$ cat src/rtl/core/irup_pkg.sv
// ident reply parser package: parse phase and number scan types, result entry type,
// character constants and small byte classifiers
// no dependencies
`timescale 1ns / 1ps

package irup_pkg;

   typedef enum logic [7:0] {
      PH_REMOTE  = 8'b0000_0001,
      PH_LOCAL   = 8'b0000_0010,
      PH_FIELD2  = 8'b0000_0100,
      PH_FIELD3  = 8'b0000_1000,
      PH_LEAD    = 8'b0001_0000,
      PH_NAME    = 8'b0010_0000,
      PH_DONE_OK = 8'b0100_0000,
      PH_FAIL    = 8'b1000_0000
   } phase_type;

   typedef enum logic [3:0] {
      NS_WS     = 4'b0001,
      NS_SIGN   = 4'b0010,
      NS_DIGITS = 4'b0100,
      NS_DONE   = 4'b1000
   } num_state_type;

   typedef struct packed {
      logic       kind;
      logic [7:0] name_char;
      logic       success;
   } rsp_entry_type;

   localparam logic RK_NAME_CHAR = 1'b0;
   localparam logic RK_VERDICT   = 1'b1;

   localparam int unsigned RSP_DEPTH = 4;
   localparam int unsigned RSP_PTR_W = 2;
   localparam int unsigned RSP_CNT_W = 3;

   localparam logic [7:0] CH_NUL    = 8'h00;
   localparam logic [7:0] CH_TILDE  = 8'h7E;
   localparam logic [7:0] CH_CARET  = 8'h5E;
   localparam logic [7:0] CH_AT     = 8'h40;
   localparam logic [7:0] CH_BRACK  = 8'h5B;
   localparam logic [7:0] CH_COLON  = 8'h3A;
   localparam logic [7:0] CH_COMMA  = 8'h2C;
   localparam logic [7:0] CH_PLUS   = 8'h2B;
   localparam logic [7:0] CH_MINUS  = 8'h2D;
   localparam logic [7:0] CH_ZERO   = 8'h30;
   localparam logic [7:0] CH_NINE   = 8'h39;
   localparam logic [7:0] CH_U      = 8'h55;

   localparam int unsigned USERID_LEN = 6;

   function automatic logic [7:0] userid_char(input logic [2:0] idx);
      logic [7:0] c;
      case (idx)
         3'd0:    c = 8'h55; // U
         3'd1:    c = 8'h53; // S
         3'd2:    c = 8'h45; // E
         3'd3:    c = 8'h52; // R
         3'd4:    c = 8'h49; // I
         3'd5:    c = 8'h44; // D
         default: c = 8'h00;
      endcase
      return c;
   endfunction

   function automatic logic is_ws(input logic [7:0] c);
      return c inside {8'h20, [8'h09:8'h0D]};
   endfunction

   function automatic logic is_digit(input logic [7:0] c);
      return c inside {[CH_ZERO:CH_NINE]};
   endfunction

endpackage

$ cat src/rtl/core/ident_reply_username_parser_core.sv
// ident reply username parser: byte-wide scan of "remote , local : USERID : os : user",
// streams accepted username characters and one verdict per reply
// depends on irup_pkg
`timescale 1ns / 1ps

//  channel | direction | handshake            | payload
//  req     | in        | req_valid/req_stall  | reply_byte, end_of_reply
//  rsp     | out       | rsp_valid/rsp_stall  | result_kind, name_char, success, last_of_run
//
// one byte is taken per cycle while req_stall is low; the parse state updates at the transfer and the
// zero, one or two results it yields are written into a four-entry result queue
// req_stall rises while fewer than two queue entries are free, so a byte that
// yields both a character and a verdict always finds room for both
// rsp_valid follows the registered queue count and rises in the cycle after the byte transfer
// synchronous active-high reset returns the parser to the remote port field
// and empties the queue

module ident_reply_username_parser_core #(
   parameter int unsigned MAX_NAME_CHARS  = 10,
   parameter int unsigned MAX_REPLY_BYTES = 511
) (
   input  logic       clock,
   input  logic       reset,

   input  logic       req_valid,
   output logic       req_stall,
   input  logic [7:0] req_reply_byte,
   input  logic       req_end_of_reply,

   output logic       rsp_valid,
   input  logic       rsp_stall,
   output logic       rsp_result_kind,
   output logic [7:0] rsp_name_char,
   output logic       rsp_success,
   output logic       rsp_last_of_run
);

   localparam int unsigned NC_W = $clog2(MAX_NAME_CHARS + 1);
   localparam int unsigned BC_W = $clog2(MAX_REPLY_BYTES + 1);

   irup_pkg::phase_type     phase_ff, phase_in, phase_proc;
   irup_pkg::num_state_type nstate_ff, nstate_in;
   logic                    remote_nz_ff, remote_nz_in;
   logic                    local_nz_ff, local_nz_in;
   logic [2:0]              match_cnt_ff, match_cnt_in;
   logic                    uid_found_ff, uid_found_in;
   logic [NC_W-1:0]         name_cnt_ff, name_cnt_in;
   logic [BC_W-1:0]         byte_cnt_ff, byte_cnt_in;

   irup_pkg::rsp_entry_type entry_ff [irup_pkg::RSP_DEPTH];
   logic [irup_pkg::RSP_PTR_W-1:0] wr_ptr_ff, rd_ptr_ff;
   logic [irup_pkg::RSP_CNT_W-1:0] count_ff, count_in;

   logic       req_xfer, rsp_xfer;
   logic       emit_char, emit_verdict, verdict_ok;
   logic [7:0] c;
   logic       num_nz;

   assign req_stall = (count_ff > irup_pkg::RSP_CNT_W'(irup_pkg::RSP_DEPTH - 2));
   assign req_xfer  = req_valid && !req_stall;
   assign rsp_valid = (count_ff != '0);
   assign rsp_xfer  = rsp_valid && !rsp_stall;
   assign c         = req_reply_byte;

   // atoi-style scan step for whichever port field is active
   always_comb begin
      nstate_in = nstate_ff;
      num_nz    = 1'b0;
      case (nstate_ff)
         irup_pkg::NS_WS, irup_pkg::NS_SIGN, irup_pkg::NS_DIGITS: begin
            if (nstate_ff == irup_pkg::NS_WS && irup_pkg::is_ws(c)) begin
               nstate_in = irup_pkg::NS_WS;
            end else if (nstate_ff == irup_pkg::NS_WS &&
                         (c == irup_pkg::CH_PLUS || c == irup_pkg::CH_MINUS)) begin
               nstate_in = irup_pkg::NS_SIGN;
            end else if (irup_pkg::is_digit(c)) begin
               nstate_in = irup_pkg::NS_DIGITS;
               num_nz    = (c != irup_pkg::CH_ZERO);
            end else begin
               nstate_in = irup_pkg::NS_DONE;
            end
         end
         default: nstate_in = nstate_ff;
      endcase
   end

   logic                    proc_active;
   irup_pkg::num_state_type nstate_nx;
   logic                    remote_nz_nx, local_nz_nx, uid_found_nx;
   logic [2:0]              match_cnt_nx;
   logic [NC_W-1:0]         name_cnt_nx, name_cnt_inc;
   logic [BC_W-1:0]         byte_cnt_nx;

   assign name_cnt_inc = name_cnt_ff + NC_W'(1);

   always_comb begin
      phase_proc   = phase_ff;
      nstate_nx    = nstate_ff;
      remote_nz_nx = remote_nz_ff;
      local_nz_nx  = local_nz_ff;
      match_cnt_nx = match_cnt_ff;
      uid_found_nx = uid_found_ff;
      name_cnt_nx  = name_cnt_ff;
      byte_cnt_nx  = byte_cnt_ff;
      emit_char    = 1'b0;
      proc_active  = (byte_cnt_ff < BC_W'(MAX_REPLY_BYTES));

      if (proc_active) begin
         byte_cnt_nx = byte_cnt_ff + BC_W'(1);
         if (phase_ff == irup_pkg::PH_DONE_OK || phase_ff == irup_pkg::PH_FAIL) begin
            phase_proc = phase_ff;
         end else if (c == irup_pkg::CH_NUL) begin
            phase_proc = (phase_ff == irup_pkg::PH_LEAD || phase_ff == irup_pkg::PH_NAME)
                         ? irup_pkg::PH_DONE_OK : irup_pkg::PH_FAIL;
         end else begin
            case (phase_ff)
               irup_pkg::PH_REMOTE: begin
                  if (c == irup_pkg::CH_COLON) begin
                     phase_proc = irup_pkg::PH_FAIL;
                  end else if (c == irup_pkg::CH_COMMA) begin
                     if (remote_nz_ff) begin
                        phase_proc = irup_pkg::PH_LOCAL;
                        nstate_nx  = irup_pkg::NS_WS;
                     end else begin
                        phase_proc = irup_pkg::PH_FAIL;
                     end
                  end else begin
                     nstate_nx    = nstate_in;
                     remote_nz_nx = remote_nz_ff | num_nz;
                  end
               end
               irup_pkg::PH_LOCAL: begin
                  if (c == irup_pkg::CH_COLON) begin
                     phase_proc = local_nz_ff ? irup_pkg::PH_FIELD2 : irup_pkg::PH_FAIL;
                  end else begin
                     nstate_nx   = nstate_in;
                     local_nz_nx = local_nz_ff | num_nz;
                  end
               end
               irup_pkg::PH_FIELD2: begin
                  if (c == irup_pkg::CH_COLON) begin
                     phase_proc = uid_found_ff ? irup_pkg::PH_FIELD3 : irup_pkg::PH_FAIL;
                  end else if (!uid_found_ff) begin
                     if (match_cnt_ff < 3'(irup_pkg::USERID_LEN) &&
                         c == irup_pkg::userid_char(match_cnt_ff)) begin
                        if (match_cnt_ff == 3'(irup_pkg::USERID_LEN - 1)) begin
                           uid_found_nx = 1'b1;
                           match_cnt_nx = '0;
                        end else begin
                           match_cnt_nx = match_cnt_ff + 3'd1;
                        end
                     end else begin
                        match_cnt_nx = (c == irup_pkg::CH_U) ? 3'd1 : 3'd0;
                     end
                  end
               end
               irup_pkg::PH_FIELD3: begin
                  if (c == irup_pkg::CH_COLON) begin
                     phase_proc = irup_pkg::PH_LEAD;
                  end
               end
               irup_pkg::PH_LEAD, irup_pkg::PH_NAME: begin
                  // leading tilde and caret are only dropped before the name starts
                  if (!(phase_ff == irup_pkg::PH_LEAD &&
                        (c == irup_pkg::CH_TILDE || c == irup_pkg::CH_CARET))) begin
                     phase_proc = irup_pkg::PH_NAME;
                     if (c == irup_pkg::CH_AT) begin
                        phase_proc = irup_pkg::PH_DONE_OK;
                     end else if (!irup_pkg::is_ws(c) && c != irup_pkg::CH_COLON &&
                                  c != irup_pkg::CH_BRACK) begin
                        emit_char   = 1'b1;
                        name_cnt_nx = name_cnt_inc;
                        if (name_cnt_inc >= NC_W'(MAX_NAME_CHARS)) begin
                           phase_proc = irup_pkg::PH_DONE_OK;
                        end
                     end
                  end
               end
               default: phase_proc = phase_ff;
            endcase
         end
      end
   end

   assign verdict_ok   = (phase_proc == irup_pkg::PH_LEAD) ||
                         (phase_proc == irup_pkg::PH_NAME) ||
                         (phase_proc == irup_pkg::PH_DONE_OK);
   assign emit_verdict = req_end_of_reply;

   // the end of a reply puts every parse register back to its reset value
   always_comb begin
      if (req_end_of_reply) begin
         phase_in     = irup_pkg::PH_REMOTE;
         remote_nz_in = 1'b0;
         local_nz_in  = 1'b0;
         match_cnt_in = '0;
         uid_found_in = 1'b0;
         name_cnt_in  = '0;
         byte_cnt_in  = '0;
      end else begin
         phase_in     = phase_proc;
         remote_nz_in = remote_nz_nx;
         local_nz_in  = local_nz_nx;
         match_cnt_in = match_cnt_nx;
         uid_found_in = uid_found_nx;
         name_cnt_in  = name_cnt_nx;
         byte_cnt_in  = byte_cnt_nx;
      end
   end

   always_ff @(posedge clock) begin
      if (reset) begin
         phase_ff     <= irup_pkg::PH_REMOTE;
         nstate_ff    <= irup_pkg::NS_WS;
         remote_nz_ff <= 1'b0;
         local_nz_ff  <= 1'b0;
         match_cnt_ff <= '0;
         uid_found_ff <= 1'b0;
         name_cnt_ff  <= '0;
         byte_cnt_ff  <= '0;
      end else if (req_xfer) begin
         phase_ff     <= phase_in;
         nstate_ff    <= req_end_of_reply ? irup_pkg::NS_WS : nstate_nx;
         remote_nz_ff <= remote_nz_in;
         local_nz_ff  <= local_nz_in;
         match_cnt_ff <= match_cnt_in;
         uid_found_ff <= uid_found_in;
         name_cnt_ff  <= name_cnt_in;
         byte_cnt_ff  <= byte_cnt_in;
      end
   end

   // result queue: character first, verdict behind it
   logic                           push_char, push_verdict;
   logic [1:0]                     n_push;
   logic [irup_pkg::RSP_PTR_W-1:0] wr_ptr_in, rd_ptr_in, wr_ptr_p1;
   irup_pkg::rsp_entry_type        char_entry, verdict_entry;

   assign push_char    = req_xfer && emit_char;
   assign push_verdict = req_xfer && emit_verdict;
   assign n_push       = {1'b0, push_char} + {1'b0, push_verdict};
   assign wr_ptr_p1    = wr_ptr_ff + irup_pkg::RSP_PTR_W'(1);
   assign wr_ptr_in    = wr_ptr_ff + irup_pkg::RSP_PTR_W'(n_push);
   assign rd_ptr_in    = rd_ptr_ff + irup_pkg::RSP_PTR_W'(rsp_xfer);
   assign count_in     = count_ff + irup_pkg::RSP_CNT_W'(n_push)
                         - irup_pkg::RSP_CNT_W'(rsp_xfer);

   assign char_entry    = '{kind: irup_pkg::RK_NAME_CHAR, name_char: c, success: 1'b0};
   assign verdict_entry = '{kind: irup_pkg::RK_VERDICT, name_char: 8'h00,
                            success: verdict_ok};

   always_ff @(posedge clock) begin
      if (push_char) begin
         entry_ff[wr_ptr_ff] <= char_entry;
      end
      if (push_verdict) begin
         entry_ff[push_char ? wr_ptr_p1 : wr_ptr_ff] <= verdict_entry;
      end
   end

   always_ff @(posedge clock) begin
      if (reset) begin
         wr_ptr_ff <= '0;
         rd_ptr_ff <= '0;
         count_ff  <= '0;
      end else begin
         wr_ptr_ff <= wr_ptr_in;
         rd_ptr_ff <= rd_ptr_in;
         count_ff  <= count_in;
      end
   end

   irup_pkg::rsp_entry_type head;
   assign head            = entry_ff[rd_ptr_ff];
   assign rsp_result_kind = head.kind;
   assign rsp_name_char   = head.name_char;
   assign rsp_success     = head.success;
   assign rsp_last_of_run = head.kind;

   // queue never overfills
   a_queue_bound: assert property (@(posedge clock) disable iff (reset)
      count_ff <= irup_pkg::RSP_CNT_W'(irup_pkg::RSP_DEPTH))
      else $error("result queue over capacity");

   // byte counter saturates at the reply limit
   a_byte_limit: assert property (@(posedge clock) disable iff (reset)
      byte_cnt_ff <= BC_W'(MAX_REPLY_BYTES))
      else $error("byte count past reply limit");

   // a final byte always leaves a verdict queued and the parser rewound
   a_end_rewind: assert property (@(posedge clock) disable iff (reset)
      req_xfer && req_end_of_reply |=>
         rsp_valid && phase_ff == irup_pkg::PH_REMOTE && byte_cnt_ff == '0)
      else $error("reply end did not rewind parser");

endmodule
$ cat config.mk
export PLATFORM = sky130hd
export DESIGN_NAME = ident_reply_username_parser_core
export DESIGN_NICKNAME = d
export VERILOG_FILES = /design/src/rtl/core/irup_pkg.sv /design/src/rtl/core/ident_reply_username_parser_core.sv
export SDC_FILE = /design/constraint.sdc
export NUM_CORES = 1
export LEC_CHECK = 0
export BUFFER_PORTS_ARGS = -buffer_cell sky130_fd_sc_hd__buf_2
export CAP_MARGIN = 20
export CORE_ASPECT_RATIO = 2
export CORE_UTILIZATION = 65
export CTS_BUF_LIST = sky130_fd_sc_hd__clkbuf_2
export CTS_CLUSTER_DIAMETER = 80
export DETAILED_ROUTE_END_ITERATION = 12
export GPL_TIMING_DRIVEN = 0
export PLACE_DENSITY = 0.84
export RECOVER_POWER = 50
export SLEW_MARGIN = 5
export SYNTH_ARGS = -nofsm -noshare
export SYNTH_HDL_FRONTEND = slang
export SYNTH_SLANG_ARGS = --single-unit
export TNS_END_PERCENT = 5
$ cat constraint.sdc
create_clock -name clock -period 11.3 [get_ports clock]
set_clock_uncertainty 0.2 [all_clocks]
set_input_delay 2.26 -clock clock [delete_from_list [all_inputs] [get_ports clock]]
set_output_delay 2.26 -clock clock [all_outputs]
set_load 0.02 [all_outputs]
==> impl_metrics.tcl <==
set metrics [dict create \
    cellPowerDensity_nw_per_um2 121 \
    synth-seq-area-share 0.343 \
    ys_seq_elements 78 \
    ant_nets 0 \
    power_switching_mw 0.211 \
    r2r-start "phase_ff[3]$_SDFFE_PP0P_" \
    hold_path.class "flop to flop" \
    post_cts.repair.setup_buffers 0 \
    startpoint_type "input port" \
    first_pass_iters 5 \
    path_buf_inv 6 \
    cts_resized 0 \
    hold_viol_final 0 \
    swShare 0.355 \
    worst_slew_pin_slew_ns 1.22 \
    path_class "input port to flop" \
    hp-start "entry_ff[1][4]$_SDFFE_PP0P_" \
    n_antenna_cell 0 \
    setup.worst_path.end_class "flop" \
    regToRegSetupSlack_ns 6.73 \
    cp_slowest_cell "nor4b_1" \
    period_minus_slack_ns 6.45 \
    final_max_slew_viol_count 0 \
    path_clk_slew_ns 0.22 \
    num_vias 4387 \
    detail_route.wl_per_cell_um 17.7 \
    avgSynthCellArea_um2 8.26 \
    p_comb_frac 0.262 \
    grt_max_degree 15 \
    total_leakage_power_nw 1.79 \
    io_buffer_count 22 \
    antenna_found_initial 0 \
    insertion_delay_ns 0.59 \
    rr_endpoint "count_ff[2]$_SDFF_PP0_" \
    cp_max_fo 10 \
    clockPowerShare 0.226 \
    syn_area_um2 4670 \
    num_io_pins 26 \
    finalCritPeriodShare 0.571 \
    reg2reg_depth 18 \
    fin_cells 693 \
    intPower_mw 0.383 \
    grt_usage 0.361 \
    synth_cell_types 76 \
    synth_area_leader_cell "dfxtp_1" \
    crit_chain "clkbuf_1 > or4_1 > nor4b_1 > nor2_1 > nand3_1 > inv_1 > clkbuf_1 > buf_1 > ha_1 > inv_1 > ha_1 > inv_1 > ha_1 > fa_1 > xor2_1 > xnor2_1 > nor2_1" \
    die_area_um2 7540 \
    cts_made_buffers 9 \
    vias_per_cell 6.33 \
    drtIter0Drc 333 \
    critical_path.max_stage_delay_ns 1.01 \
    cp.required_ns 11.56 \
    drc 0 \
    fmax_mhz 155 \
    fp.coreArea_um2 6940 \
    die_w_um 61.9 \
    grt_pass1_wl_um 20100 \
    die_h_um 122 \
    netlist_top_cells_area "dfxtp_1 (32%), a21oi_1 (5.8%), mux4_2 (4.8%)" \
    synth_common_cells "dfxtp_1 (74), nand2_1 (58), a21oi_1 (54), nor2_1 (54), nand3_1 (42)" \
    place_inst 677 \
    hold_buffers 0 \
    htree_levels 3 \
    status "completed" \
    cp_num_cells 17 \
    relSlewSlack 0.175 \
    arrival_ns 6.71 \
    synth_top_area_share 0.317 \
    async_flop_share 0 \
    synth_flop_cell "dfxtp_1" \
    layout-drive-gt1-share 0.103 \
    worstSetupStartpoint "req_reply_byte[1]" \
    synth_edf_count 4 \
    syn-num-nets 593 \
    cap_viol_max_count 0 \
    seqPwrFrac 0.512 \
    ir_drop_v 0.000102 \
    finalSetupTns_ns 0 \
    final_net_count 626 \
    rsz0062_at_grt "false" \
    setup_viol 0 \
    areaGrowthSynthToFinish_pct 5.47 \
    gp_congestion 0.985 \
    syn_inst 565 \
    yosysWarnings 0 \
    numClockSinks 78 \
    hpwl_um 9440 \
    crit_family "simple AND/OR/NAND/NOR gates" \
    cts-root-buf "clkbuf_2" \
    worstSetupEndpoint "count_ff[2]$_SDFF_PP0_" \
    routed_wirelength_um 12200 \
    num_rows 43 \
    synth.most_common_cell "dfxtp_1" \
    initial_utilization 0.672 \
    cts_tree "yes" \
    clk_path_buf_depth 2 \
    gr-total-overflow 0 \
    first_global_vias 4418 \
]
[registers in the layout, indices dropped and copies added (netlist names), 2 cells and up]
| signal | cells |
|---|---|
| name_cnt_ff | 4 |
| nstate_ff | 4 |
| rd_ptr_ff | 2 |
| wr_ptr_ff | 2 |
| count_ff | 3 |
| entry_ff | 40 |
| match_cnt_ff | 3 |
| byte_cnt_ff | 9 |
| phase_ff | 8 |
[cell families (layout without fill, tap and decap cells)]
kind of cell,after synthesis,count (layout),synth area share
simple gates,250,250,0.292
fa+ha+maj,15,15,0.0418
compound gates,130,130,0.176
mux,16,16,0.0619
flops,78,78,0.343
xor+xnor,18,18,0.0338
buf+inv,58,96,0.0512
[cell usage in the layout (no fill, tap or decap), types with 3 or more instances in the layout]
cell type,n
a211oi_1,4
a21o_1,7
a21oi_1,55
a22oi_1,5
and2_1,4
and3_1,4
and4_1,3
buf_1,4
buf_2,26
clkbuf_1,28
clkbuf_2,10
clkinvlp_4,3
dfxtp_1,74
edfxtp_1,4
ha_1,14
inv_1,20
mux2i_1,5
mux4_2,10
nand2_1,58
nand2b_1,10
nand3_1,43
nand4_1,9
nor2_1,54
nor2b_1,10
nor3_1,8
nor3b_1,7
nor4_1,5
nor4b_1,6
o211ai_1,4
o21ai_0,22
o41ai_1,5
or3_1,6
or4_1,4
or4b_1,3
xnor2_1,7
xor2_1,11
[layer usage]
metal | GRT usage | vias up | share of wire
met4 | 0.272 | 0 | 0.066
met2 | 0.615 | 158 | 0.54
met5 | 0 | - | 0
li1 | - | 2112 | -
met3 | 0.0828 | 55 | 0.044
met1 | 0.356 | 2062 | 0.35
[worst reg2reg max path: cells and delay by family, from the launching register on]
family	cells	cell delay (ns)
adders and majority gates	4	1.09
DFF	1	0.34
AOI/OAI and AO/OA	1	0.20
and+or+nand+nor	5	1.08
buffers and inverters	6	1.22
xor gates and xnor gates	2	0.32
[power groups by stage]
stage               logic [mW]  registers (mW)  clock network [mW]
floorplan                0.119           0.307                   0
global placement         0.152           0.309                   0
detailed placement       0.158           0.310                   0
CTS                      0.159           0.304               0.133
global route             0.174           0.307               0.142
finish                   0.156           0.304               0.134
[worst min path at each step]
| stage | slack [ns] | endpoint | cells past startpoint |
|---|---|---|---|
| after CTS | 0.27 | entry_ff[3][6]$_SDFFE_PP0P_ | 2 |
| after global routing | 0.28 | entry_ff[2][7]$_SDFFE_PP0P_ | 2 |
| after global placement | 0.23 | entry_ff[3][9]$_SDFFE_PP1P_ | 1 |
| after floorplan | 0.22 | entry_ff[2][9]$_SDFFE_PP1P_ | 1 |
| final | 0.27 | entry_ff[1][4]$_SDFFE_PP0P_ | 2 |
| after detailed placement | 0.24 | entry_ff[1][9]$_SDFFE_PP1P_ | 1 |
[through the flow]
| step | total power, mW | cell area [um^2] | hold slack, ns | setup WS [ns] | utilization |
|---|---|---|---|---|---|
| after CTS | 0.596 | 4980 | 0.268 | 5.43 | 0.717 |
| after global routing | 0.624 | 4920 | 0.282 | 4.54 | 0.709 |
| final | 0.594 | 4920 | 0.269 | 4.85 | 0.709 |
| after floorplan | 0.425 | 4670 | 0.221 | 5.55 | - |
| after detailed placement | 0.468 | 4890 | 0.241 | 4.80 | 0.705 |
| after global placement | 0.460 | 4890 | 0.230 | 4.86 | 0.705 |
[area by class of cell]
class	count	area [um^2]
plain buffers	38	159
clock buffers	10	50.0
clock inverters	6	38.8
fillers	583	2020
inverters	20	75.1
multi-input cells	429	2780
flip-flops and latches	78	1600
well taps	90	113
repair buffers	22	106
No activity file was read; power rests on OpenSTA's default activity.
